`src/hdl/sts_pkg.sv`:
```
package sts_pkg;

    localparam int MAX_KEYWORD_CHARS_DEF = 8;
    localparam int LENGTH_BITS_DEF       = 16;
    localparam int OUT_DEPTH             = 4;
    localparam logic [23:0] LINE_MAX     = 24'hFFFFFF;

    typedef struct packed {
        logic [7:0] in_byte;
        logic       end_of_input;
    } t_in_item;

    typedef struct packed {
        logic [6:0]  token_kind;
        logic [1:0]  error_kind;
        logic [31:0] start_offset;
        logic [15:0] token_length;
        logic [23:0] line_number;
        logic        last_of_run;
    } t_out_item;

    typedef enum logic [4:0] {
        M_IDLE, M_COMMENT, M_NUM, M_NUMDOT, M_FLOAT, M_IDENT, M_STR, M_RAW,
        M_PIPE, M_DOT, M_DOTDOT, M_DOLLAR, M_MINUS, M_EQ, M_BANG, M_LT, M_LTLT,
        M_GT, M_AMP
    } t_mode;

    localparam logic [1:0] ERR_NONE  = 2'd0;
    localparam logic [1:0] ERR_UNTERM = 2'd1;
    localparam logic [1:0] ERR_UNEXP  = 2'd2;

    localparam logic [6:0] K_INT = 7'd0, K_FLOAT = 7'd1, K_STRING = 7'd2,
        K_RAW = 7'd3, K_TRUE = 7'd4, K_FALSE = 7'd5, K_NULL = 7'd6,
        K_IDENT = 7'd7, K_LET = 7'd8, K_MUT = 7'd9, K_FN = 7'd10, K_IF = 7'd11,
        K_ELSE = 7'd12, K_FOR = 7'd13, K_IN = 7'd14, K_WHILE = 7'd15,
        K_LOOP = 7'd16, K_BREAK = 7'd17, K_CONTINUE = 7'd18, K_RETURN = 7'd19,
        K_MATCH = 7'd20, K_TRY = 7'd21, K_CATCH = 7'd22, K_USE = 7'd23,
        K_ERRKW = 7'd24, K_PIPE = 7'd25, K_BPIPE = 7'd26, K_DOT = 7'd27,
        K_DOTDOT = 7'd28, K_DOTDOTLT = 7'd29, K_SPREAD = 7'd30, K_PLUS = 7'd31,
        K_MINUS = 7'd32, K_STAR = 7'd33, K_SLASH = 7'd34, K_PERCENT = 7'd35,
        K_EQ = 7'd36, K_NEQ = 7'd37, K_LT = 7'd38, K_GT = 7'd39, K_LTE = 7'd40,
        K_GTE = 7'd41, K_REGEX = 7'd42, K_AND = 7'd43, K_OR = 7'd44,
        K_NOT = 7'd45, K_ASSIGN = 7'd46, K_QUESTION = 7'd47, K_CARET = 7'd48,
        K_DOLLAR = 7'd49, K_FATARROW = 7'd50, K_ARROW = 7'd51, K_AMP = 7'd52,
        K_ANDAND = 7'd53, K_OROR = 7'd54, K_APPEND = 7'd55, K_TILDE = 7'd56,
        K_DOLLARLP = 7'd57, K_LTLP = 7'd58, K_HEREDOC = 7'd59,
        K_HEREDOCSTR = 7'd60, K_LPAREN = 7'd61, K_RPAREN = 7'd62,
        K_LBRACE = 7'd63, K_RBRACE = 7'd64, K_LBRACKET = 7'd65,
        K_RBRACKET = 7'd66, K_COMMA = 7'd67, K_COLON = 7'd68, K_SEMI = 7'd69,
        K_NEWLINE = 7'd70, K_EOF = 7'd71, K_ERROR = 7'd72;

    localparam int KW_COUNT = 23;

    localparam logic [63:0] KW_TEXT [KW_COUNT] = '{
        "let", "mut", "fn", "if", "else", "for", "in", "while", "loop",
        "break", "continue", "return", "match", "try", "catch", "use",
        "error", "true", "false", "null", "and", "or", "not"};

    localparam logic [3:0] KW_LEN [KW_COUNT] = '{
        4'd3, 4'd3, 4'd2, 4'd2, 4'd4, 4'd3, 4'd2, 4'd5, 4'd4, 4'd5, 4'd8,
        4'd6, 4'd5, 4'd3, 4'd5, 4'd3, 4'd5, 4'd4, 4'd5, 4'd4, 4'd3, 4'd2,
        4'd3};

    localparam logic [6:0] KW_KIND [KW_COUNT] = '{
        K_LET, K_MUT, K_FN, K_IF, K_ELSE, K_FOR, K_IN, K_WHILE, K_LOOP,
        K_BREAK, K_CONTINUE, K_RETURN, K_MATCH, K_TRY, K_CATCH, K_USE,
        K_ERRKW, K_TRUE, K_FALSE, K_NULL, K_AND, K_OR, K_NOT};

    // word: first eight bytes, first byte in the top byte, zero padded
    function automatic logic [6:0] kw_lookup(input logic [63:0] word,
                                             input logic [3:0] len);
        logic [6:0] k;
        k = K_IDENT;
        for (int i = 0; i < KW_COUNT; i++) begin
            if (len == KW_LEN[i] &&
                word == (KW_TEXT[i] << (8 * (8 - int'(KW_LEN[i])))))
                k = KW_KIND[i];
        end
        return k;
    endfunction

endpackage

```
`src/hdl/script_token_scanner.sv`:
```
// script_token_scanner
// Input channel (i_in_valid / o_in_ready / i_in_data): one source byte per
// item with an end flag; a zero byte also ends the source. Output channel
// (o_out_valid / i_out_ready / o_out_data): tokens with kind, error, start
// offset, length, line and a flag on the last token caused by an item.
// Each accepted item is scanned in the cycle it is taken; its zero to three
// tokens enter a four-entry output queue and are offered from the next cycle
// on, one per cycle while i_out_ready is high. Throughput is one item per
// cycle while the queue holds at most one token; ready drops while fewer
// than three entries are free, which is what stalls the input when the
// receiver holds ready low or when several tokens come out of one byte.
// Reset clears the scanner to idle at offset zero, line one, and empties the
// queue. After the end-of-file token items are still taken but ignored,
// until the next reset.
module script_token_scanner #(
    parameter int MAX_KEYWORD_CHARS = sts_pkg::MAX_KEYWORD_CHARS_DEF,
    parameter int LENGTH_BITS       = sts_pkg::LENGTH_BITS_DEF
) (
    input  logic              i_clk,
    input  logic              i_rst_n,
    input  logic              i_in_valid,
    output logic              o_in_ready,
    input  sts_pkg::t_in_item i_in_data,
    output logic              o_out_valid,
    input  logic              i_out_ready,
    output sts_pkg::t_out_item o_out_data
);

    localparam int DEPTH = sts_pkg::OUT_DEPTH;
    localparam int PW    = $clog2(DEPTH);

    sts_pkg::t_mode            r_mode, n_mode;
    logic [31:0]               r_offset, n_offset;
    logic [31:0]               r_tstart, n_tstart;
    logic [LENGTH_BITS-1:0]    r_tlen, n_tlen;
    logic [23:0]               r_line, n_line;
    logic [MAX_KEYWORD_CHARS-1:0][7:0] r_wbuf, n_wbuf;
    logic                      r_esc, n_esc;
    logic                      r_eof, n_eof;

    sts_pkg::t_out_item        r_fifo [DEPTH];
    logic [PW-1:0]             r_wp, r_rp;
    logic [PW:0]               r_count;

    sts_pkg::t_out_item        e_item [3];
    logic [1:0]                e_n;
    logic                      acc, pop;

    function automatic logic [LENGTH_BITS-1:0] f_inc(input logic [LENGTH_BITS-1:0] v);
        return (&v) ? v : v + 1'b1;
    endfunction

    assign acc = i_in_valid && o_in_ready;
    assign pop = o_out_valid && i_out_ready;

    always_comb begin
        logic [7:0]  cb;
        logic        ce, cv, dg, al, idc, used, em, opm, hit, nl;
        logic [6:0]  ek, kx, kd;
        logic [1:0]  ee;
        logic [31:0] est;
        logic [15:0] elen;
        logic [63:0] w64;
        cb = i_in_data.in_byte;
        ce = i_in_data.end_of_input || (cb == 8'd0);
        cv = !ce;
        dg = cv && cb >= "0" && cb <= "9";
        al = cv && ((cb >= "a" && cb <= "z") || (cb >= "A" && cb <= "Z") || cb == "_");
        idc = al || dg || (cv && cb == "-");
        n_mode = r_mode; n_tstart = r_tstart; n_tlen = r_tlen; n_line = r_line;
        n_wbuf = r_wbuf; n_esc = r_esc; n_eof = r_eof;
        n_offset = (acc && !r_eof && !ce) ? r_offset + 32'd1 : r_offset;
        used = 1'b0;
        e_n = 2'd0;
        for (int k = 0; k < 3; k++) e_item[k] = '0;
        for (int it = 0; it < 3; it++) begin
            em = 1'b0; ek = sts_pkg::K_EOF; ee = sts_pkg::ERR_NONE;
            est = n_tstart; elen = 16'(n_tlen);
            opm = 1'b0; hit = 1'b0; kx = sts_pkg::K_EOF; kd = sts_pkg::K_EOF;
            nl = 1'b0;
            for (int j = 0; j < 8; j++) w64[63-8*j -: 8] = n_wbuf[j];
            if (!used) begin
                case (n_mode)
                    sts_pkg::M_COMMENT: begin
                        if (ce || cb == "\n") n_mode = sts_pkg::M_IDLE;
                        else used = 1'b1;
                    end
                    sts_pkg::M_NUM: begin
                        if (dg) begin
                            n_tlen = f_inc(n_tlen); used = 1'b1;
                        end else if (cv && cb == ".") begin
                            n_mode = sts_pkg::M_NUMDOT; used = 1'b1;
                        end else begin
                            em = 1'b1; ek = sts_pkg::K_INT; n_mode = sts_pkg::M_IDLE;
                        end
                    end
                    sts_pkg::M_NUMDOT: begin
                        if (dg) begin
                            n_tlen = f_inc(f_inc(n_tlen));
                            n_mode = sts_pkg::M_FLOAT; used = 1'b1;
                        end else begin
                            em = 1'b1; ek = sts_pkg::K_INT;
                            n_mode = sts_pkg::M_DOT;
                            n_tstart = r_offset - 32'd1;
                            n_tlen = LENGTH_BITS'(1);
                        end
                    end
                    sts_pkg::M_FLOAT: begin
                        if (dg) begin
                            n_tlen = f_inc(n_tlen); used = 1'b1;
                        end else begin
                            em = 1'b1; ek = sts_pkg::K_FLOAT; n_mode = sts_pkg::M_IDLE;
                        end
                    end
                    sts_pkg::M_IDENT: begin
                        if (idc) begin
                            for (int j = 0; j < MAX_KEYWORD_CHARS; j++)
                                if (n_tlen == LENGTH_BITS'(j)) n_wbuf[j] = cb;
                            n_tlen = f_inc(n_tlen); used = 1'b1;
                        end else begin
                            em = 1'b1;
                            ek = (n_tlen > LENGTH_BITS'(MAX_KEYWORD_CHARS)) ?
                                 sts_pkg::K_IDENT :
                                 sts_pkg::kw_lookup(w64, n_tlen[3:0]);
                            n_mode = sts_pkg::M_IDLE;
                        end
                    end
                    sts_pkg::M_STR, sts_pkg::M_RAW: begin
                        if (ce) begin
                            em = 1'b1; ek = sts_pkg::K_ERROR; ee = sts_pkg::ERR_UNTERM;
                            elen = 16'd19; n_esc = 1'b0; n_mode = sts_pkg::M_IDLE;
                        end else begin
                            used = 1'b1;
                            n_tlen = f_inc(n_tlen);
                            if (n_mode == sts_pkg::M_STR && n_esc) begin
                                n_esc = 1'b0; nl = 1'b1;
                            end else if (n_mode == sts_pkg::M_STR && cb == "\\") begin
                                n_esc = 1'b1;
                            end else if ((n_mode == sts_pkg::M_STR && cb == "\"") ||
                                         (n_mode == sts_pkg::M_RAW && cb == "'")) begin
                                em = 1'b1; elen = 16'(n_tlen);
                                ek = (n_mode == sts_pkg::M_STR) ? sts_pkg::K_STRING
                                                                : sts_pkg::K_RAW;
                                n_mode = sts_pkg::M_IDLE;
                            end else begin
                                nl = 1'b1;
                            end
                            if (nl && cb == "\n" && n_line != sts_pkg::LINE_MAX)
                                n_line = n_line + 24'd1;
                        end
                    end
                    sts_pkg::M_PIPE: begin
                        opm = 1'b1; kd = sts_pkg::K_PIPE;
                        if (cv && cb == ">") begin hit = 1'b1; kx = sts_pkg::K_BPIPE; end
                        else if (cv && cb == "|") begin hit = 1'b1; kx = sts_pkg::K_OROR; end
                    end
                    sts_pkg::M_DOT: begin
                        if (cv && cb == ".") begin
                            n_tlen = f_inc(n_tlen); n_mode = sts_pkg::M_DOTDOT; used = 1'b1;
                        end else begin
                            em = 1'b1; ek = sts_pkg::K_DOT; n_mode = sts_pkg::M_IDLE;
                        end
                    end
                    sts_pkg::M_DOTDOT: begin
                        opm = 1'b1; kd = sts_pkg::K_DOTDOT;
                        if (cv && cb == "<") begin hit = 1'b1; kx = sts_pkg::K_DOTDOTLT; end
                        else if (cv && cb == ".") begin hit = 1'b1; kx = sts_pkg::K_SPREAD; end
                    end
                    sts_pkg::M_DOLLAR: begin
                        opm = 1'b1; kd = sts_pkg::K_DOLLAR;
                        if (cv && cb == "(") begin hit = 1'b1; kx = sts_pkg::K_DOLLARLP; end
                    end
                    sts_pkg::M_MINUS: begin
                        opm = 1'b1; kd = sts_pkg::K_MINUS;
                        if (cv && cb == ">") begin hit = 1'b1; kx = sts_pkg::K_ARROW; end
                    end
                    sts_pkg::M_EQ: begin
                        opm = 1'b1; kd = sts_pkg::K_ASSIGN;
                        if (cv && cb == "=") begin hit = 1'b1; kx = sts_pkg::K_EQ; end
                        else if (cv && cb == "~") begin hit = 1'b1; kx = sts_pkg::K_REGEX; end
                        else if (cv && cb == ">") begin hit = 1'b1; kx = sts_pkg::K_FATARROW; end
                    end
                    sts_pkg::M_BANG: begin
                        opm = 1'b1; kd = sts_pkg::K_NOT;
                        if (cv && cb == "=") begin hit = 1'b1; kx = sts_pkg::K_NEQ; end
                    end
                    sts_pkg::M_LT: begin
                        if (cv && cb == "<") begin
                            n_tlen = f_inc(n_tlen); n_mode = sts_pkg::M_LTLT; used = 1'b1;
                        end else begin
                            opm = 1'b1; kd = sts_pkg::K_LT;
                            if (cv && cb == "=") begin hit = 1'b1; kx = sts_pkg::K_LTE; end
                            else if (cv && cb == "(") begin hit = 1'b1; kx = sts_pkg::K_LTLP; end
                        end
                    end
                    sts_pkg::M_LTLT: begin
                        opm = 1'b1; kd = sts_pkg::K_HEREDOC;
                        if (cv && cb == "<") begin hit = 1'b1; kx = sts_pkg::K_HEREDOCSTR; end
                    end
                    sts_pkg::M_GT: begin
                        opm = 1'b1; kd = sts_pkg::K_GT;
                        if (cv && cb == "=") begin hit = 1'b1; kx = sts_pkg::K_GTE; end
                        else if (cv && cb == ">") begin hit = 1'b1; kx = sts_pkg::K_APPEND; end
                    end
                    sts_pkg::M_AMP: begin
                        opm = 1'b1; kd = sts_pkg::K_AMP;
                        if (cv && cb == "&") begin hit = 1'b1; kx = sts_pkg::K_ANDAND; end
                    end
                    default: begin
                        n_mode = sts_pkg::M_IDLE;
                        used = 1'b1;
                        est = r_offset; elen = 16'd1;
                        if (ce) begin
                            em = 1'b1; ek = sts_pkg::K_EOF; elen = 16'd0; n_eof = 1'b1;
                        end else if (dg || al) begin
                            n_mode = dg ? sts_pkg::M_NUM : sts_pkg::M_IDENT;
                            n_tstart = r_offset; n_tlen = LENGTH_BITS'(1);
                            if (al) begin
                                n_wbuf = '0; n_wbuf[0] = cb;
                            end
                        end else begin
                            case (cb)
                                " ", "\t", "\r": ;
                                "#":  n_mode = sts_pkg::M_COMMENT;
                                "\"": begin n_mode = sts_pkg::M_STR; n_esc = 1'b0; end
                                "'":  n_mode = sts_pkg::M_RAW;
                                "|":  n_mode = sts_pkg::M_PIPE;
                                ".":  n_mode = sts_pkg::M_DOT;
                                "$":  n_mode = sts_pkg::M_DOLLAR;
                                "-":  n_mode = sts_pkg::M_MINUS;
                                "=":  n_mode = sts_pkg::M_EQ;
                                "!":  n_mode = sts_pkg::M_BANG;
                                "<":  n_mode = sts_pkg::M_LT;
                                ">":  n_mode = sts_pkg::M_GT;
                                "&":  n_mode = sts_pkg::M_AMP;
                                "\n": begin
                                    if (n_line != sts_pkg::LINE_MAX) n_line = n_line + 24'd1;
                                    em = 1'b1; ek = sts_pkg::K_NEWLINE;
                                end
                                "+": begin em = 1'b1; ek = sts_pkg::K_PLUS; end
                                "*": begin em = 1'b1; ek = sts_pkg::K_STAR; end
                                "/": begin em = 1'b1; ek = sts_pkg::K_SLASH; end
                                "%": begin em = 1'b1; ek = sts_pkg::K_PERCENT; end
                                "~": begin em = 1'b1; ek = sts_pkg::K_TILDE; end
                                "^": begin em = 1'b1; ek = sts_pkg::K_CARET; end
                                "?": begin em = 1'b1; ek = sts_pkg::K_QUESTION; end
                                "(": begin em = 1'b1; ek = sts_pkg::K_LPAREN; end
                                ")": begin em = 1'b1; ek = sts_pkg::K_RPAREN; end
                                "{": begin em = 1'b1; ek = sts_pkg::K_LBRACE; end
                                "}": begin em = 1'b1; ek = sts_pkg::K_RBRACE; end
                                "[": begin em = 1'b1; ek = sts_pkg::K_LBRACKET; end
                                "]": begin em = 1'b1; ek = sts_pkg::K_RBRACKET; end
                                ",": begin em = 1'b1; ek = sts_pkg::K_COMMA; end
                                ":": begin em = 1'b1; ek = sts_pkg::K_COLON; end
                                ";": begin em = 1'b1; ek = sts_pkg::K_SEMI; end
                                default: begin
                                    em = 1'b1; ek = sts_pkg::K_ERROR;
                                    ee = sts_pkg::ERR_UNEXP; elen = 16'd20;
                                end
                            endcase
                            if (n_mode != sts_pkg::M_IDLE && n_mode != sts_pkg::M_COMMENT) begin
                                n_tstart = r_offset; n_tlen = LENGTH_BITS'(1);
                            end
                        end
                    end
                endcase
                if (opm) begin
                    if (hit) begin
                        n_tlen = f_inc(n_tlen); used = 1'b1; ek = kx;
                    end else begin
                        ek = kd;
                    end
                    em = 1'b1; elen = 16'(n_tlen); n_mode = sts_pkg::M_IDLE;
                end
                if (em) begin
                    e_item[e_n].token_kind   = ek;
                    e_item[e_n].error_kind   = ee;
                    e_item[e_n].start_offset = est;
                    e_item[e_n].token_length = elen;
                    e_item[e_n].line_number  = n_line;
                    e_n = e_n + 2'd1;
                end
            end
        end
        if (!acc || r_eof) e_n = 2'd0;
        for (int k = 0; k < 3; k++) e_item[k].last_of_run = (2'(k) == e_n - 2'd1);
    end

    always_ff @(posedge i_clk) begin
        if (!i_rst_n) begin
            r_mode   <= sts_pkg::M_IDLE;
            r_offset <= '0;
            r_tstart <= '0;
            r_tlen   <= '0;
            r_line   <= 24'd1;
            r_wbuf   <= '0;
            r_esc    <= 1'b0;
            r_eof    <= 1'b0;
            r_wp     <= '0;
            r_rp     <= '0;
            r_count  <= '0;
        end else begin
            if (acc && !r_eof) begin
                r_mode   <= n_mode;
                r_offset <= n_offset;
                r_tstart <= n_tstart;
                r_tlen   <= n_tlen;
                r_line   <= n_line;
                r_wbuf   <= n_wbuf;
                r_esc    <= n_esc;
                r_eof    <= n_eof;
            end
            r_wp    <= r_wp + PW'(e_n);
            r_rp    <= r_rp + PW'(pop);
            r_count <= r_count + (PW+1)'(e_n) - (PW+1)'(pop);
        end
    end

    always_ff @(posedge i_clk) begin
        for (int k = 0; k < 3; k++) begin
            if (k < int'(e_n)) begin
                r_fifo[r_wp + PW'(k)] <= e_item[k];
            end
        end
    end

    always_comb begin
        o_in_ready  = (r_count < (PW+1)'(DEPTH - 2));
        o_out_valid = (r_count != '0);
        o_out_data  = r_fifo[r_rp];
    end

    a_count_bound: assert property (@(posedge i_clk) disable iff (!i_rst_n)
        r_count <= (PW+1)'(DEPTH))
        else $error("output queue overflow");

    a_eof_quiet: assert property (@(posedge i_clk) disable iff (!i_rst_n)
        r_eof && !pop |=> r_count == $past(r_count))
        else $error("token queued after end of file");

    a_offset_step: assert property (@(posedge i_clk) disable iff (!i_rst_n)
        acc && !r_eof && !i_in_data.end_of_input && i_in_data.in_byte != 8'd0
        |=> r_offset == $past(r_offset) + 32'd1)
        else $error("byte offset did not advance");

endmodule
```
`config.mk`:
```
export PLATFORM = sky130hd
export DESIGN_NAME = script_token_scanner
export DESIGN_NICKNAME = d
export VERILOG_FILES = /design/src/hdl/sts_pkg.sv /design/src/hdl/script_token_scanner.sv
export SDC_FILE = /design/constraint.sdc
export NUM_CORES = 2
export LEC_CHECK = 0
export ABC_CLOCK_PERIOD_IN_PS = 20000
export CELL_PAD_IN_SITES_DETAIL_PLACEMENT = 1
export CELL_PAD_IN_SITES_GLOBAL_PLACEMENT = 2
export CORE_MARGIN = 2
export CORE_UTILIZATION = 41
export CTS_BUF_LIST = sky130_fd_sc_hd__clkbuf_4
export CTS_CLUSTER_DIAMETER = 30
export DETAILED_ROUTE_END_ITERATION = 16
export DONT_BUFFER_PORTS = 1
export PLACE_DENSITY = 0.79
export SLEW_MARGIN = 20
export SYNTH_ARGS = -nofsm -noshare
export SYNTH_HDL_FRONTEND = slang
export SYNTH_SLANG_ARGS = --single-unit
```
`constraint.sdc`:
```
create_clock -name i_clk -period 20 [get_ports i_clk]
set_input_delay 4 -clock i_clk [delete_from_list [all_inputs] [get_ports i_clk]]
set_output_delay 4 -clock i_clk [all_outputs]
set_load 0.01 [all_outputs]
```
Word-level counts from Yosys, hierarchy flattened
Memory sizes are Yosys's and may differ from the RTL's. A register that Yosys moved wholly into a read port is not among the register bits.
Index checks and enable logic that the tools add are counted.
{"block": "word_totals", "ram_bits": 328, "regBits": 182, "word_cells": 954, "inputBits": 13, "output_inout_bits": 84, "mem_count": 1, "romBits": 0, "latch_bits": 0}
{"block": "classes", "n_lt_le_gt_ge": 17, "eq_ne": 204, "n_reduce_logical": 174, "shifts": 0, "n_mux": 515, "addsub": 23, "mul": 0, "div_mod_pow": 0, "n_bitwise": 2}
{"memory": "r_fifo", "words": 4, "width": 82, "read_ports": 1, "rd_ports_with_merged_regs": 1, "write_ports": 3, "line_no": "script_token_scanner.sv:41", "rtl": "sts_pkg::t_out_item r_fifo [DEPTH];"}
{"cell": "== test 64 x 63 -> 1 bit, second input constant", "count": 69}
{"cell": "bitwise mux 246 bit", "count": 10}
{"cell": "demux 82 bit (select 2 bit)", "count": 10}
{"cell": "two-way mux 16 bit", "count": 64}
{"cell": "two-way mux 246 bit", "count": 4}
{"cell": "two-way mux 64 bit", "count": 14}
{"cell": "two-way mux 7 bit", "count": 117}
{"cell": "two-way mux 32 bit", "count": 19}
{"cell": "two-way mux 24 bit", "count": 22}
{"cell": "one-hot mux 7 bit (10 select lines)", "count": 6}
{"cell": "one-hot mux 64 bit (2 select lines)", "count": 3}
{"cell": "one-hot mux 16 bit (7 select lines)", "count": 3}
{"cell": "two-way mux 5 bit", "count": 47}
{"cell": "== test 16 x 3 -> 1 bit, second input constant", "count": 12}
{"cell": "two-way mux 8 bit", "count": 24}
{"cell": "one-hot mux 32 bit (2 select lines)", "count": 3}
{"cell": "== test 8 x 6 -> 1 bit, second input constant", "count": 22}
{"cell": "two-way mux 82 bit", "count": 2}
{"cell": "two-way mux 75 bit", "count": 2}
{"cell": "one-hot mux 7 bit (7 select lines)", "count": 3}
{"cell": "two-way mux 73 bit", "count": 2}
{"cell": "adder 16 x 1 -> 16 bit, second input constant", "count": 9}
{"cell": "one-hot mux 24 bit (2 select lines)", "count": 3}
{"cell": "AND reduction 16 bit", "count": 9}
{"cell": "71 further kinds", "count": 456}

Depth between registers and ports, before layout
{"block": "logic_depth", "ltp_word": 68, "ltp_mapped": 43, "depth_no_buf": 38}

Least setup slack after synthesis
Ideal clock, no wire load.
{"block": "synth_timing", "kind": "input port to flip-flop", "from": "in i_in_data[5] (netlist bit)", "to": "mem r_fifo[0][0] (netlist bit), enable pin", "t_required_ps": 19356, "cell_stages": 20, "setup_slack_ps": 4951, "arrival_time_ps": 14405, "n_path_buf": 2, "setup_time_ps": 644, "path_cell_list": "buf_2 > or4b_1 > clkbuf_1 > nor4_1 > a21oi_1 > a2bb2oi_2 > a221oi_2 > nor3_1 > a21oi_1 > nor3_1 > nand2_1 > nor2_1 > inv_1 > ha_1 > nor2_1 > a21oi_1 > ha_1 > nand3_1 > o311ai_0 > o31ai_1"}
{"item": "start, declared", "line_no": "script_token_scanner.sv:23", "rtl": "input sts_pkg::t_in_item i_in_data,"}
{"item": "end, declared", "line_no": "script_token_scanner.sv:41"}

==> key figures <==
Finish
  – Final Non-Filler Cells: 6207
  – Fin util: 44.6%
  – Fill cell count: 11800
  – Layout cells sized above 1: 12.6%
  – Reg area: 13500 um^2
  – Fin area: 43600 um^2
  – # nets final: 4826
  – Multi-input gate area: 25300 um^2
  – Area delta synth->final: 8.17%

Hold path
  – Hold Crit Class: flip-flop to flip-flop
  – Hold depth: 2
  – Hold EP: r_wbuf[7]
  – Min-Delay Startpoint: r_wbuf[7]

Die
  – Die ar.: 101000 um^2
  – Number of cell rows: 115
  – Initial Util: 41.2%
  – Die H: 318 um
  – Die W: 318 um
  – I/O Pins: 97
  – Core footprint: 97800 um^2

Clock network
  – CTS resizes: 0
  – Clock transition at path regs: 50 ps
  – CTS Buf Count: 161
  – Clock Latency Late Sink: 1130 ps
  – CTS tree: yes
  – H-tree depth: 4
  – CTS max path bufs: 3
  – CTS Sinks: 510
  – Cts hold-fix bufs: 0
  – Post-CTS setup buffers: 0
  – Clock Root Buffer: clkbuf_4

Detailed routing
  – Vias: 42900
  – Routed Antenna Nets: 0
  – # DRC: 0
  – DR iter-0 viols: 4890
  – DRT Pass-1 Iters: 6
  – Avg Vias per Cell: 6.91
  – Wire length per cell: 30.9 um
  – Routed Wire Length: 192000 um

Placed design
  – Placed Cells: 5910
  – Port bufs: 0
  – Final GP Congestion: 0.981
  – Area of placed instances: 41500 um^2
  – Detail Placement HPWL: 135000 um

Timing
  – RSZ-0062 raised after global routing: false
  – Finish-stage setup viols: 0
  – Final Max Slew Viols: 0
  – Worst-margin pin slew: 1250 ps
  – Rel. slew slack: 16.4%
  – Crit path time final: 13200 ps
  – Worst hold slack: 455 ps
  – Max Clock Skew: 97.8 ps
  – Final hold vios: 0
  – Final period utilization: 66.0%
  – Setup TNS Final: 0 ps
  – Fmax: 75.8 MHz

Critical path
  – Crit path capture type: flip-flop
  – Critical Path Start Type: input port
  – Reg2reg end: r_fifo[1][25]
  – Worst-path fanout max: 18
  – Worst r2r src: r_tlen[1]
  – Critical path required time: 20760 ps
  – Worst R2R Setup Slack: 7730 ps
  – Crit path DAT: 13950 ps
  – Setup CP Type: input port to flip-flop
  – Worst r2r path cells: 32

GRT
  – First-pass GRT wire length: 283000 um
  – Initial antenna violation count: 5
  – Grt total ovfl: 0
  – Number of global-route vias before repair: 41700
  – Global Route Usage Sum: 36.7%
  – Largest net degree at the start of global routing: 117

Synth
  – Mapped Area: 40300 um^2
  – Post-synthesis register bit count: 510
  – Yosys warns: 0
  – Syn_nets: 4963
  – Post-synth top area share: 24.4%
  – Dominant cells by area after synthesis: edfxtp_1 24%, dfxtp_1 9.0%, nor2_1 6.0%
  – Synth unique cells: 110
  – Sequential share of the synthesized area: 33.5%
  – EDFF count, synth: 328
  – Area leader, netlist: edfxtp_1
  – Async SR Flop Fraction: 0%
  – Syn Inst Count: 4924
  – Top_reg_cell synth: edfxtp_1
  – Syn Area/Cell: 8.19 um^2

Outcome
  – Status: finished, final reports clean

Power and ir drop
  – Leakage: 0.0139 uW
  – Max VDD drop: 116 uV
  – PwrDens: 147 nW/um^2

Job
  – Max-cap violations: 0
==> cells by family after synthesis <==
| family | Yosys count | synth area share (%) |
|---|---|---|
| adder cells (fa/ha/maj) | 26 | 0.826 |
| buffers and inverters | 482 | 4.63 |
| AND/OR/NAND/NOR | 2078 | 24.6 |
| AO/OA/AOI/OAI | 1478 | 25.7 |
| multiplexers | 178 | 7.01 |
| flip-flops | 510 | 33.5 |
| XOR/XNOR | 172 | 3.77 |
==> registers in the layout (all words and copies together) (netlist names) <==
signal,flops
r_tstart,32
r_tlen,16
r_fifo,328
r_eof,1
r_wbuf,64
r_offset,32
r_line,24
r_mode,5
r_rp,2
r_esc,1
r_wp,2
r_count,3
==> per-stage QoR <==
stage | worst slack [ps] | total power [uW]
final | 6800 | 6400
after global routing | 6130 | 6660
after CTS | 7140 | 6290
after detailed placement | 6020 | 5230
after global placement | 6270 | 5160
after floorplan | 4950 | 3840
==> worst max-delay path by stage <==
| stage | from | endpoint | cells past startpoint |
|---|---|---|---|
| 3_3_place_gp | i_in_data[7] | r_fifo[0][74] | 31 |
| 6_report | i_in_data[7] | r_fifo[1][25] | 27 |
| 2_1_floorplan | i_in_data[5] | r_fifo[0][0] | 20 |
| 3_5_place_dp | i_in_data[7] | r_fifo[0][74] | 31 |
| 4_1_cts | i_in_data[7] | r_fifo[0][74] | 31 |
| 5_1_grt | i_in_data[7] | r_fifo[2][25] | 27 |
==> metal layers <==
metal	GRT usage, %	wire length (um)	vias to the layer above
met4	13.5	6380	6
met3	7.34	17700	384
met5	0	39	-
met1	51.3	83100	21500
met2	56.1	84400	2313
li1	-	-	18700
==> power breakdown <==
group          total, uW  switching [uW]  internal (uW)
logic               3750            2710           1030
clock network       1060             521            536
registers           1600             118           1480
total               6400            3350           3050
==> Yosys cell counts, drive strengths merged, types with 24 or more instances <==
master,number
xnor2,106
or3,55
or2,28
xor2,66
a221o,87
nand3,152
nor4,82
clkbuf,358
o22ai,66
o21ai,262
o31ai,28
and3,41
a21o,24
edfxtp,328
nand2,622
and2,53
o211ai,47
a221oi,34
buf,71
mux2i,82
nor2,648
a31oi,49
nor3,134
nand4,66
a21oi,321
ha,25
dfxtp,182
inv,52
mux4,82
a211oi,63
nand2b,36
a22oi,119
or4,33
o221ai,149
==> cell usage in the layout, fill, tap and decap left out, types with 46 or more instances in the layout <==
master and count:
xor2_1 65, a31oi_1 49, inv_1 50, o211ai_1 46
a22oi_1 118, nor3_1 125, o22ai_1 66, xnor2_1 105
o221ai_1 148, edfxtp_1 328, a211oi_1 62, nor4_1 73
a21oi_1 315, and2_1 50, mux4_2 82, o21ai_0 245
or3_1 53, nor2_1 630, mux2i_1 82, buf_4 128
dfxtp_1 180, a221o_1 87, nand4_1 65, nand3_1 152
nand2_1 615, clkbuf_4 217
==> area by class of cell <==
cell class              instances  share of cell area, %
well taps                    1287                   3.69
diodes                          5                 0.0287
multi-input cells            3932                   58.0
flip-flops and latches        510                   31.0
inverters                      53                  0.468
clock buffers                 217                   3.74
clock inverters                74                  0.915
repair buffers                129                   2.24
==> critical path: stages <==
cell,delay [ps]
nand4bb_1,600
nor3_2,890
o211a_1,280
nand4_1,480
o21a_1,510
a222oi_1,720
inv_1,120
ha_1,350
nor4bb_1,190
and3_1,270
a31o_2,330
a31oi_1,690
ha_1,390
o21ai_0,250
nor3_2,610
o32ai_1,140
a211oi_1,340
a211oi_1,90
o21ai_0,440
ha_1,250
nand2_1,50
or4b_1,460
nor4_1,260
o311ai_1,190
or4_1,440
a41oi_2,380
o221ai_1,200
Note: power is estimated with default switching activity, not from simulation.
